File: src/hw/rtl/mfd_pkg.sv
package mfd_pkg;

  localparam int unsigned MotorIdW   = 11;
  localparam int unsigned CmdW       = 8;
  localparam int unsigned TimeW      = 32;
  localparam int unsigned CountW     = 32;
  localparam int unsigned PayloadW   = 64;
  localparam int unsigned EncW       = 16;
  localparam int unsigned TotalW     = 64;
  localparam int unsigned CfgIndexW  = 2;
  localparam int unsigned CfgDataW   = 32;

  // item kinds
  localparam logic OpFrame     = 1'b0;
  localparam logic OpHeartbeat = 1'b1;

  // configuration register indexes
  localparam logic [CfgIndexW-1:0] CfgMotorId        = 2'd0;
  localparam logic [CfgIndexW-1:0] CfgTorqueCode     = 2'd1;
  localparam logic [CfgIndexW-1:0] CfgOfflineTimeout = 2'd2;

  // fixed telemetry command bytes
  localparam logic [CmdW-1:0] CmdTelemA2 = 8'hA2;
  localparam logic [CmdW-1:0] CmdTelemLo = 8'hA3;
  localparam logic [CmdW-1:0] CmdTelemHi = 8'hA8;

  localparam logic [MotorIdW-1:0] MotorIdReset        = 11'd321;
  localparam logic [CmdW-1:0]     TorqueCodeReset     = 8'd161;
  localparam logic [TimeW-1:0]    OfflineTimeoutReset = 32'd100;

  typedef struct packed {
    logic                opcode;
    logic [TimeW-1:0]    now_ms;
    logic                bus_ok;
    logic [MotorIdW-1:0] frame_id;
    logic [PayloadW-1:0] payload;
  } in_item_t;

  typedef struct packed {
    logic                     accepted;
    logic [CmdW-1:0]          reply_command;
    logic signed [7:0]        temperature;
    logic signed [15:0]       motor_current;
    logic signed [15:0]       speed;
    logic [EncW-1:0]          encoder_raw;
    logic signed [TotalW-1:0] multi_turn_total;
    logic [CountW-1:0]        frame_count;
    logic                     seen_any;
    logic                     is_online;
  } out_item_t;

endpackage

File: src/hw/rtl/motor_feedback_frame_decoder.sv
// Channel | Direction | Handshake              | Payload
// in      | input     | in_valid_i / in_stall_o   | mfd_pkg::in_item_t
// out     | output    | out_valid_o / out_stall_i | mfd_pkg::out_item_t
// cfg     | input     | cfg_valid_i / cfg_ready_o | cfg_index_i, cfg_data_i
//
// Two register stages: input register, then decode/unwrap into the result
// register. One item per cycle is sustained while the output is not stalled.
// The slowest path is the 64-bit multi-turn add (or the 32-bit age compare).
// Reset returns configuration and tracking state to power-up values.
// A stalled output holds both stages; in_stall_o rises only when the input
// register is full and cannot move forward.
module motor_feedback_frame_decoder (
  input  logic               clk_i,
  input  logic               rst_ni,
  input  logic               in_valid_i,
  output logic               in_stall_o,
  input  mfd_pkg::in_item_t  in_item_i,
  output logic               out_valid_o,
  input  logic               out_stall_i,
  output mfd_pkg::out_item_t out_item_o,
  input  logic               cfg_valid_i,
  output logic               cfg_ready_o,
  input  logic [mfd_pkg::CfgIndexW-1:0] cfg_index_i,
  input  logic [mfd_pkg::CfgDataW-1:0]  cfg_data_i
);

  logic [mfd_pkg::MotorIdW-1:0] motor_id_q;
  logic [mfd_pkg::CmdW-1:0]     torque_code_q;
  logic [mfd_pkg::TimeW-1:0]    offline_timeout_q;

  logic              in_valid_q;
  mfd_pkg::in_item_t in_item_q;
  logic               out_valid_q;
  mfd_pkg::out_item_t out_item_q;
  logic               advance;

  logic                      seen_q, seen_d;
  logic                      online_q, online_d;
  logic                      tracking_q, tracking_d;
  logic [mfd_pkg::TimeW-1:0] last_rx_q, last_rx_d;
  logic [mfd_pkg::CountW-1:0] rx_total_q, rx_total_d;
  logic [mfd_pkg::CmdW-1:0]  last_cmd_q, last_cmd_d;
  logic [7:0]                temp_q, temp_d;
  logic [15:0]               current_q, current_d;
  logic [15:0]               speed_q, speed_d;
  logic [mfd_pkg::EncW-1:0]  prev_enc_q, prev_enc_d;
  logic [mfd_pkg::TotalW-1:0] total_q, total_d;

  logic [mfd_pkg::CmdW-1:0]  cmd;
  logic [mfd_pkg::EncW-1:0]  enc;
  logic [mfd_pkg::EncW-1:0]  enc_step;
  logic [mfd_pkg::TimeW-1:0] age;
  logic                      frame_hit;
  logic                      telem;

  assign cfg_ready_o = 1'b1;

  always_ff @(posedge clk_i or negedge rst_ni) begin
    if (!rst_ni) begin
      motor_id_q        <= mfd_pkg::MotorIdReset;
      torque_code_q     <= mfd_pkg::TorqueCodeReset;
      offline_timeout_q <= mfd_pkg::OfflineTimeoutReset;
    end else if (cfg_valid_i) begin
      case (cfg_index_i)
        mfd_pkg::CfgMotorId:        motor_id_q        <= cfg_data_i[mfd_pkg::MotorIdW-1:0];
        mfd_pkg::CfgTorqueCode:     torque_code_q     <= cfg_data_i[mfd_pkg::CmdW-1:0];
        mfd_pkg::CfgOfflineTimeout: offline_timeout_q <= cfg_data_i;
        default: ;
      endcase
    end
  end

  // result stage moves when the output register is empty or being drained
  assign advance    = !out_valid_q || !out_stall_i;
  assign in_stall_o = in_valid_q && !advance;

  always_ff @(posedge clk_i or negedge rst_ni) begin
    if (!rst_ni) begin
      in_valid_q <= 1'b0;
    end else if (!in_stall_o) begin
      in_valid_q <= in_valid_i;
    end
  end

  always_ff @(posedge clk_i) begin
    if (!in_stall_o && in_valid_i) begin
      in_item_q <= in_item_i;
    end
  end

  assign cmd       = in_item_q.payload[7:0];
  assign enc       = in_item_q.payload[63:48];
  assign enc_step  = enc - prev_enc_q;
  assign age       = in_item_q.now_ms - last_rx_q;
  assign frame_hit = (in_item_q.opcode == mfd_pkg::OpFrame) && in_item_q.bus_ok &&
                     (in_item_q.frame_id == motor_id_q);
  assign telem     = (cmd == torque_code_q) || (cmd == mfd_pkg::CmdTelemA2) ||
                     (cmd inside {[mfd_pkg::CmdTelemLo:mfd_pkg::CmdTelemHi]});

  always_comb begin
    seen_d     = seen_q;
    online_d   = online_q;
    tracking_d = tracking_q;
    last_rx_d  = last_rx_q;
    rx_total_d = rx_total_q;
    last_cmd_d = last_cmd_q;
    temp_d     = temp_q;
    current_d  = current_q;
    speed_d    = speed_q;
    prev_enc_d = prev_enc_q;
    total_d    = total_q;
    if (in_item_q.opcode == mfd_pkg::OpHeartbeat) begin
      online_d = seen_q && (age < offline_timeout_q);
    end else if (frame_hit) begin
      last_cmd_d = cmd;
      last_rx_d  = in_item_q.now_ms;
      rx_total_d = rx_total_q + mfd_pkg::CountW'(1);
      seen_d     = 1'b1;
      online_d   = 1'b1;
      if (telem) begin
        temp_d     = in_item_q.payload[15:8];
        current_d  = in_item_q.payload[31:16];
        speed_d    = in_item_q.payload[47:32];
        prev_enc_d = enc;
        tracking_d = 1'b1;
        // first telemetry reply anchors the multi-turn total at zero
        if (!tracking_q) begin
          total_d = '0;
        end else begin
          total_d = total_q + {{(mfd_pkg::TotalW-mfd_pkg::EncW){enc_step[mfd_pkg::EncW-1]}},
                               enc_step};
        end
      end
    end
  end

  always_ff @(posedge clk_i or negedge rst_ni) begin
    if (!rst_ni) begin
      seen_q     <= 1'b0;
      online_q   <= 1'b0;
      tracking_q <= 1'b0;
      last_rx_q  <= '0;
      rx_total_q <= '0;
      last_cmd_q <= '0;
      temp_q     <= '0;
      current_q  <= '0;
      speed_q    <= '0;
      prev_enc_q <= '0;
      total_q    <= '0;
    end else if (advance && in_valid_q) begin
      seen_q     <= seen_d;
      online_q   <= online_d;
      tracking_q <= tracking_d;
      last_rx_q  <= last_rx_d;
      rx_total_q <= rx_total_d;
      last_cmd_q <= last_cmd_d;
      temp_q     <= temp_d;
      current_q  <= current_d;
      speed_q    <= speed_d;
      prev_enc_q <= prev_enc_d;
      total_q    <= total_d;
    end
  end

  always_ff @(posedge clk_i or negedge rst_ni) begin
    if (!rst_ni) begin
      out_valid_q <= 1'b0;
    end else if (advance) begin
      out_valid_q <= in_valid_q;
    end
  end

  always_ff @(posedge clk_i) begin
    if (advance && in_valid_q) begin
      out_item_q.accepted         <= frame_hit;
      out_item_q.reply_command    <= last_cmd_d;
      out_item_q.temperature      <= temp_d;
      out_item_q.motor_current    <= current_d;
      out_item_q.speed            <= speed_d;
      out_item_q.encoder_raw      <= prev_enc_d;
      out_item_q.multi_turn_total <= total_d;
      out_item_q.frame_count      <= rx_total_d;
      out_item_q.seen_any         <= seen_d;
      out_item_q.is_online        <= online_d;
    end
  end

  assign out_valid_o = out_valid_q;
  assign out_item_o  = out_item_q;

endmodule

File: config.mk
export PLATFORM = sky130hd
export DESIGN_NAME = motor_feedback_frame_decoder
export DESIGN_NICKNAME = d
export VERILOG_FILES = /design/src/hw/rtl/mfd_pkg.sv /design/src/hw/rtl/motor_feedback_frame_decoder.sv
export SDC_FILE = /design/constraint.sdc
export NUM_CORES = 1
export LEC_CHECK = 0
export ABC_AREA = 1
export BUFFER_PORTS_ARGS = -buffer_cell sky130_fd_sc_hd__buf_2
export CAP_MARGIN = 20
export CELL_PAD_IN_SITES_DETAIL_PLACEMENT = 1
export CELL_PAD_IN_SITES_GLOBAL_PLACEMENT = 1
export CORE_MARGIN = 2
export CORE_UTILIZATION = 40
export DETAILED_ROUTE_END_ITERATION = 16
export GPL_ROUTABILITY_DRIVEN = 0
export GPL_TIMING_DRIVEN = 0
export PLACE_DENSITY_LB_ADDON = 0.08
export SYNTH_ARGS = -nofsm -noshare
export SYNTH_HDL_FRONTEND = slang
export SYNTH_SLANG_ARGS = --single-unit
File: constraint.sdc
create_clock -name clk_i -period 5.51 [get_ports clk_i]
set_input_delay 1.102 -clock clk_i [delete_from_list [all_inputs] [get_ports clk_i]]
set_output_delay 1.102 -clock clk_i [all_outputs]
set_load 0.01 [all_outputs]
==> impl_metrics.ini, run 1 <==
[global_routing]
antenna_found_initial = 4
grt.overflow.total = 0
grt_pass1_vias = 26260
grt_usage_pct = 25.43
grt_max_degree = 102
grt_pass1_wl_um = 148800

[cts]
cts.reportedPaths.clkPinSlew_ns = 0.06
cts_buffers = 59
post_cts_resized = 0
ctsHoldBuffers = 0
htree_levels = 2
post_cts_buffers = 0
cts_root_buf = clkbuf_16
cts_tree = built
clkLatencyLatePin_ns = 0.65
clock-sinks = 520
ctsLongestPathBuffers = 3

[yosys]
synth_top_area_cell = edfxtp_1
synthArstFlopShare_pct = 47.69
synth_top_area_share_pct = 27.71
synth_seq_cells = 520
ys_types = 49
syn_inst = 3668
syn-cell-area_um2 = 29480
synthTopCellsByCount = nand2_1 (1237), inv_1 (587), edfxtp_1 (272)
ys_seq_area_share_pct = 48.79
yosys.cell_count.top_type = nand2_1
syn_avg_cell_area_um2 = 8.037
synthFlopType = edfxtp_1
yosys_warnings = 0
syn_nets = 3973
yosys-top-cells-area = edfxtp_1 (28%), dfrtp_1 (20%), nand2_1 (16%), inv_1 (7.5%), ha_1 (6.5%)
synth_edf_count = 272

[setup_path]
cp.required_ns = 5.80
worst_setup_path_start_kind = register
worstSetupPathType = register to register
cp_top_family = simple AND/OR/NAND/NOR gates
end_kind = register
critPathArrivalTime_ns = 5.35
path_cells = ha_1 -> nand2_1 -> inv_1 -> nand2_1 -> nand2_1 -> a21oi_1 -> nand2_1 -> nand2_1 -> nand2_2 -> buf_12 -> ha_1 -> nand2_1 -> nand2_1 -> a21oi_1 -> nand2_1 -> inv_1 -> nand2_1 -> nand2_1 -> nand2_1 -> a21oi_1 -> nand2_1 -> nand3_1 -> o21ai_0
critPathMaxStageDelay_ns = 0.46
reg2reg_from = enc[13]
crit_slowest_cell = nand2_2
critPathMaxFanout = 31
critPathLaunch = enc[13]
crit_top_cell = nand2_1
crit_buf_inv = 3

[power]
p_int_uw = 7394
clock_power_share_pct = 41.3
combPwrFrac_pct = 15.7
p_leak_uw = 0.01713
switching_power_uw = 2915
p_sw_share_pct = 28.28
vdd_ir_drop_max_uv = 290.5
pwr-share-seq_pct = 42.9
p_per_area_nw_per_um2 = 298.3

[drt]
num_vias = 25330
ant_nets = 0
drc = 0
wl_per_cell_um = 19.07
wl_um = 96430
drtIter0Drc = 1103
drtPass1Iterations = 5
routed_via_density = 5.009

[run_status]
status = completed

[timing]
tightest_slew_ns = 0.8296
clock.fmax_mhz = 197.7
slew_violations = 0
clock_skew_ns = 0.03991
period_minus_slack_ns = 5.059
rsz0062_at_grt = false
hold_viol_final = 0
maxSlewHeadroom_pct = 44.69
fin_hold_ws_ns = 0.3522
fin_crit_sh_pct = 91.82
setup-violations-final = 0
finalWorstSetupSlack_ns = 0.4510
tns_ns = 0

[floorplanning]
fp.dieH_um = 275.5
die-area_um2 = 75890
io_pins = 314
core_area_um2 = 72960
start_util_pct = 40.41
die_w_um = 275.5
num_rows = 99

[place]
numPortBuffers = 312
pre_cts_slack_ns = 0.4628
hpwl_um = 76710
dpl_cell_area_um2 = 32430

[finish]
drive_above_1_share_pct = 11.43
multi_input_area_um2 = 12490
finalNetCount = 4352
final_area_um2 = 34550
register_area_um2 = 14390
n_fill_cell = 9015
synthToLayoutAreaGrowth_pct = 17.20

[flow_run]
maxCapViolations = 0

[min_path]
min_path_type = primary input to asynchronous set/reset pin
==> metal layers <==
| metal | up-vias | share of wire (%) | global-route usage [%] |
|---|---|---|---|
| met2 | 410 | 49 | 43.73 |
| met5 | - | 0 | 0 |
| met1 | 12300 | 45 | 33.83 |
| met4 | 0 | 2.5 | 6.828 |
| met3 | 130 | 3.9 | 3.106 |
| li1 | 12490 | - | - |
==> through the flow <==
| stage | instances | util, % | power [uW] |
|---|---|---|---|
| 5_1_grt | 5057 | 47.36 | 10790 |
| 4_1_cts | 5055 | 47.35 | 10420 |
| 6_report | 5057 | 47.36 | 10310 |
| 3_3_place_gp | 4939 | 44.19 | 6095 |
| 2_1_floorplan | 3668 | - | 5516 |
| 3_5_place_dp | 4945 | 44.45 | 6128 |
==> power groups by stage <==
stage / clock, uW / sequential (uW) / combinational, uW
3_5_place_dp: 0 / 4500 / 1630
3_3_place_gp: 0 / 4530 / 1570
2_1_floorplan: 0 / 4520 / 997
6_report: 4260 / 4430 / 1620
4_1_cts: 4350 / 4430 / 1640
5_1_grt: 4510 / 4440 / 1840
==> layout make-up <==
cell class              instances  area share [%]
repair buffers                318           5.005
clock inverters                29           1.304
inverters                     589           6.413
flip-flops and latches        520           41.63
clock buffers                  81           4.831
well taps                     959           3.473
multi-input cells            2473           36.15
diodes                          2         0.01448
plain buffers                  86           1.177
==> kinds of logic (layout without fill, tap and decap cells) <==
logic type / Yosys count / after routing / synth area share, %
xor+xnor: 114 / 114 / 3.412
flops: 520 / 520 / 48.79
other cells: 1 / 3 / 0.01272
simple gates: 1704 / 1704 / 23.34
compound gates: 497 / 497 / 8.858
buf+inv: 675 / 1103 / 8.845
fa+ha+maj: 157 / 157 / 6.740
==> cells in the final DEF (no fill, tap or decap), types with 9 or more instances in the layout <==
cell type  instances
xnor2_1           34
clkbuf_16         59
a21oi_1          164
dfstp_2            9
o22ai_1           24
dfrtp_1          239
xor2_1            79
o21bai_1          13
clkbuf_8          12
bufinv_16          9
nand3_1          129
o21ai_1           27
nor2_1           208
edfxtp_1         272
nand4_1           47
nand3b_1          14
nor3_1            42
nand2_1         1236
clkbuf_1          59
buf_2            331
o21ai_0          246
ha_1             154
nor4_1            10
inv_1            586
==> path summary, 6_finish.rpt <==
kind | slack (ns) | to | cells after the start
min in group clk_i | 0.46 | out_valid_o | 2
max | 0.45 | out_item_o[97] | 23
min reg2reg | 0.46 | out_valid_o | 2
max reg2reg | 0.45 | out_item_o[97] | 23
min | 0.35 | prev_enc_q[13] | 1
max in group asynchronous | 4.00 | motor_id_q[8] | 3
==> flip-flops by register name, summed over array words and instances, names as in the netlist, 11 cells and up <==
| signal | cells |
|---|---|
| current_q | 16 |
| enc | 16 |
| in_item_q | 85 |
| last_rx_q | 32 |
| motor_id_q | 11 |
| offline_timeout_q | 32 |
| out_item_o | 163 |
| prev_enc_q | 16 |
| rx_total_q | 32 |
| speed_q | 16 |
| total_q | 64 |
Note: power is estimated with default switching activity, not from simulation.
==> inputs of run 2 (changes only) <==
--- a/config.mk
+++ b/config.mk
@@ -15,7 +15,7 @@
 export DETAILED_ROUTE_END_ITERATION = 16
 export GPL_ROUTABILITY_DRIVEN = 0
 export GPL_TIMING_DRIVEN = 0
-export PLACE_DENSITY_LB_ADDON = 0.08
+export PLACE_DENSITY_LB_ADDON = 0.1
 export SYNTH_ARGS = -nofsm -noshare
 export SYNTH_HDL_FRONTEND = slang
 export SYNTH_SLANG_ARGS = --single-unit
==> impl_metrics.ini, run 2 (synthesized netlist as in run 1, its figures left out) <==
[finish]
drive_above_1_share_pct = 11.17
layout_commonest_cell = nand2_1
synthToLayoutAreaGrowth_pct = 16.59
layout_common_cells = nand2_1 (1236), inv_1 (586), buf_2 (331), edfxtp_1 (272), o21ai_0 (246)
final_area_um2 = 34370
finalNetCount = 4350
largest_reg_flops = 163

[place]
hpwl_um = 76590
dpl_cell_area_um2 = 32430
numPortBuffers = 312

[floorplanning]
start_util_pct = 40.41
io_pins = 314
fp.dieH_um = 275.5
core_area_um2 = 72960
num_rows = 99
die_w_um = 275.5
die-area_um2 = 75890

[cts]
ctsLongestPathBuffers = 3
cts_root_buf = clkbuf_16
cts_tree = built
clock-sinks = 520
clkLatencyLatePin_ns = 0.66
post_cts_buffers = 0
cts.reportedPaths.clkPinSlew_ns = 0.06
htree_levels = 2
cts_buffers = 57

[global_routing]
grt_max_degree = 88
grt_usage_pct = 25.57
grt_pass1_vias = 26440
grt_pass1_wl_um = 149100
grt.overflow.total = 0
antenna_found_initial = 4

[timing]
hold_viol_final = 0
period_minus_slack_ns = 4.861
slew_violations = 0
maxSlewHeadroom_pct = 41.07
fin_crit_sh_pct = 88.23
setup-violations-final = 0
rsz0062_at_grt = false
tightest_slew_ns = 0.8840
fin_hold_ws_ns = 0.3620
clock.fmax_mhz = 205.7
clock_skew_ns = 0.05791

[setup_path]
worst_setup_path_start_kind = register
r2r_setup_slack_ns = 0.65
crit_top_cell = nand2_1
critPathMaxStageDelay_ns = 0.51
reg2reg_from = enc[13]
cp.required_ns = 5.81
crit_slowest_cell = a21oi_1
critPathMaxFanout = 30
path_cells = ha_1 -> nand2_1 -> inv_1 -> nand2_1 -> nand2_1 -> a21oi_1 -> nand2_1 -> nand2_1 -> nand2_4 -> buf_12 -> ha_1 -> nand2_1 -> nor2_1 -> inv_1 -> nor2_1 -> inv_1 -> nor2_1 -> nand2_1 -> nand2_1 -> nand2_1 -> nand2_1 -> nand2_1 -> nand3_1 -> o21ai_0
ff2ff_path_depth = 24
reg2reg_to = out_item_o[97]
end_kind = register
critPathArrivalTime_ns = 5.16
cp_top_family = simple AND/OR/NAND/NOR gates
crit_buf_inv = 4
worstSetupPathType = register to register

[flow_run]
maxCapViolations = 0

[drt]
num_vias = 25340
met1_length_um = 42290
drc = 0
route.met2.wl_um = 47460
wl_per_cell_um = 19.16
drtPass1Iterations = 5
drtIter0Drc = 1278
wl_met3_um = 3993
ant_nets = 0
routed_via_density = 5.014
top_layer = met4
wl_um = 96850

[run_status]
status = completed

[power]
p_per_area_nw_per_um2 = 292.2
p_leak_uw = 0.01704
vdd_ir_drop_max_uv = 241.6
total_power_uw = 10040

[min_path]
min_path_type = primary input to asynchronous set/reset pin
[run 2: changes by cell type in the layout (fill, tap and decap cells not counted), moves of 2 or more]
cell,previous run,this run
clkbuf_1,59,61
clkinv_2,6,9
clkinv_1,6,12
clkbuf_16,59,57
clkinvlp_4,3,1
clkbuf_8,12,4
[run 2: per-layer routing]
metal  vias up  track usage [%]
met5         -                0
met3       132            3.071
li1      12500                -
met2       435            44.69
met4         0            8.236
met1     12280            32.92
[run 2: worst max-delay path by stage]
stage	start	end	slack (ns)	cells after the start
finish	enc[13]	out_item_o[97]	0.65	24
global route	enc[12]	out_item_o[97]	0.19	24
CTS	enc[13]	out_item_o[97]	0.43	22
detailed placement	enc[13]	out_item_o[97]	0.46	22
global placement	rst_ni	last_rx_q[26]	-1.94	1
floorplan	out_stall_i	out_item_o[0]	1.19	5
[run 2: timing repair]
action,CTS,global route
setup endpoints to repair,0,1
resized for setup,0,1
hold buffers,0,0
hold endpoints to repair,0,0
[run 2: worst register-to-register path, delay by kind of cell (launching register included)]
kind / cells / cell delay [ns]
AOI/OAI and AO/OA: 2 / 0.75
adders and majority gates: 2 / 0.76
buffers and inverters: 4 / 0.55
DFF: 1 / 0.42
and+or+nand+nor: 16 / 2.01
[run 2: metrics by stage]
step	setup WS [ns]	setup TNS [ns]	cells	utilization, %
2_1_floorplan	1.187	0	3668	-
3_3_place_gp	-1.940	-626.73	4939	44.19
3_5_place_dp	0.4595	0	4945	44.45
4_1_cts	0.4321	0	5052	47.10
5_1_grt	0.1906	0	5054	47.11
6_report	0.6488	0	5054	47.11
[run 2: where the power goes]
group	internal (uW)	switching [uW]	total, uW
clock	2330	1660	3990
combinational	507	1120	1620
sequential	4330	95.9	4430
[run 2: cell type report]
class                   instances  area (um^2)
flip-flops and latches        520        14390
multi-input cells            2473        12500
clock buffers                  73         1516
diodes                          2        5.005
plain buffers                  86        406.6
well taps                     959         1200
repair buffers                318         1729
fillers                      8946        38590
inverters                     589         2216
clock inverters                34        417.9
==> inputs of run 3 (changes only) <==
--- a/config.mk
+++ b/config.mk
@@ -6,13 +6,14 @@
 export NUM_CORES = 1
 export LEC_CHECK = 0
 export ABC_AREA = 1
-export BUFFER_PORTS_ARGS = -buffer_cell sky130_fd_sc_hd__buf_2
 export CAP_MARGIN = 20
 export CELL_PAD_IN_SITES_DETAIL_PLACEMENT = 1
 export CELL_PAD_IN_SITES_GLOBAL_PLACEMENT = 1
 export CORE_MARGIN = 2
-export CORE_UTILIZATION = 40
+export CORE_UTILIZATION = 25
+export CTS_BUF_LIST = sky130_fd_sc_hd__clkbuf_16
 export DETAILED_ROUTE_END_ITERATION = 16
+export DONT_BUFFER_PORTS = 1
 export GPL_ROUTABILITY_DRIVEN = 0
 export GPL_TIMING_DRIVEN = 0
 export PLACE_DENSITY_LB_ADDON = 0.1
==> impl_metrics.ini, run 3 (synthesized netlist as in run 1, its figures left out) <==
[finish]
postLayoutCoreUtil_pct = 29.05
layout_common_cells = nand2_1 (1236), inv_1 (605), edfxtp_1 (272), o21ai_0 (246), dfrtp_1 (239)
largest_reg_flops = 163
layout_commonest_cell = nand2_1
synthToLayoutAreaGrowth_pct = 14.81
finalNetCount = 4049
drive_above_1_share_pct = 4.183
final_area_um2 = 33850

[place]
numPortBuffers = 0
hpwl_um = 86510
dpl_cell_area_um2 = 31510

[run_status]
status = completed

[global_routing]
grt_pass1_wl_um = 165300
grt_pass1_vias = 25330
grt.overflow.total = 0
grt_max_degree = 249
grt_usage_pct = 18.34
antenna_found_initial = 13

[power]
p_per_area_nw_per_um2 = 313.0
p_leak_uw = 0.01614
vdd_ir_drop_max_uv = 201.7

[timing]
tightest_slew_ns = 1.093
clock_skew_ns = 0.02951
setup-violations-final = 0
fin_crit_sh_pct = 91.26
hold_viol_final = 0
period_minus_slack_ns = 5.029
maxSlewHeadroom_pct = 26.39
clock.fmax_mhz = 198.9
rsz0062_at_grt = false
slew_violations = 0

[cts]
cts_buffers = 70
clock-sinks = 520
ctsHoldBuffers = 0
post_cts_resized = 0
post_cts_buffers = 0
ctsLongestPathBuffers = 3
cts.reportedPaths.clkPinSlew_ns = 0.05
cts_tree = built
cts_root_buf = clkbuf_16
clkLatencyLatePin_ns = 0.67
htree_levels = 3

[min_path]
min_path_type = primary input to asynchronous set/reset pin

[setup_path]
worst_setup_path_start_kind = register
critPathMaxFanout = 58
end_kind = register
cp.required_ns = 5.93
critPathArrivalTime_ns = 5.45
worstSetupPathType = register to register

[drt]
wl_um = 110700
drtIter0Drc = 1133
ant_nets = 0
wl_per_cell_um = 20.77
drc = 0
num_vias = 23860
drtPass1Iterations = 4
routed_via_density = 4.476

[flow_run]
maxCapViolations = 0

[floorplanning]
fp.dieH_um = 347.4
die-area_um2 = 120700
core_area_um2 = 116500
start_util_pct = 25.30
io_pins = 314
die_w_um = 347.4
num_rows = 125
## run 3: stage by stage
| stage | TNS (ns) | hold slack, ns | total power [uW] | std cells | setup WS, ns |
|---|---|---|---|---|---|
| after global routing | 0 | 0.1183 | 11170 | 5327 | 0.1882 |
| after floorplan | 0 | 0.4339 | 5516 | 3668 | 1.187 |
| after global placement | -368.88 | 0.4438 | 6063 | 5192 | -1.590 |
| after detailed placement | 0 | 0.4590 | 6055 | 5196 | 0.4463 |
| after CTS | 0 | 0.09077 | 10820 | 5325 | 0.4542 |
| final | 0 | 0.1482 | 10590 | 5330 | 0.4814 |
## run 3: path summary, 6_finish.rpt
path	from	end	slack [ns]	depth (start not counted)
setup / recovery	enc[12]	out_item_o[89]	0.48	21
hold / removal	rst_ni	motor_id_q[7]	0.15	0
setup reg to reg	enc[12]	out_item_o[89]	0.48	21
hold reg to reg	in_valid_q	out_valid_o	0.47	2
max in group asynchronous	rst_ni	total_q[53]	4.82	0
min in group clk_i	in_valid_q	out_valid_o	0.47	2
## run 3: power breakdown
part           total (uW)  switching [uW]  internal [uW]
logic                1470            1040            431
registers            4470             134           4340
clock network        4650            1930           2720
total               10600            3110           7490
## run 3: critical path: stages (launching register included)
cell	delay (ns)
edfxtp_1	0.44
ha_1	0.36
nand2_1	0.08
nand2_1	0.08
nand2_1	0.06
nand2_1	0.05
a21oi_1	0.44
nand2_1	0.15
nand2_1	0.16
nand2_4	0.47
ha_1	0.67
nand2_1	0.17
nor2_1	0.17
inv_1	0.09
nor2_1	0.15
inv_1	0.12
nor3_1	0.37
nand3_1	0.36
nand2_1	0.16
nand2_1	0.08
nand3_1	0.07
nand2_1	0.05
## run 3: cell type report
| class | instances | area, um^2 |
|---|---|---|
| Inverter | 589 | 2216 |
| Multi-Input combinational cell | 2473 | 12500 |
| Antenna cell | 5 | 12.51 |
| Sequential cell | 520 | 14390 |
| Timing Repair Buffer | 4 | 97.59 |
| Tap cell | 1524 | 1907 |
| Clock buffer | 70 | 1752 |
| Buffer | 86 | 406.6 |
| Fill cell | 13760 | 82670 |
| Clock inverter | 59 | 575.6 |
## run 3: routing by layer
layer,GRT usage (%),routed length (um)
met4,4.880,2173
met2,31.02,52720
met1,23.93,51290
met3,3.425,4510
met5,0,39
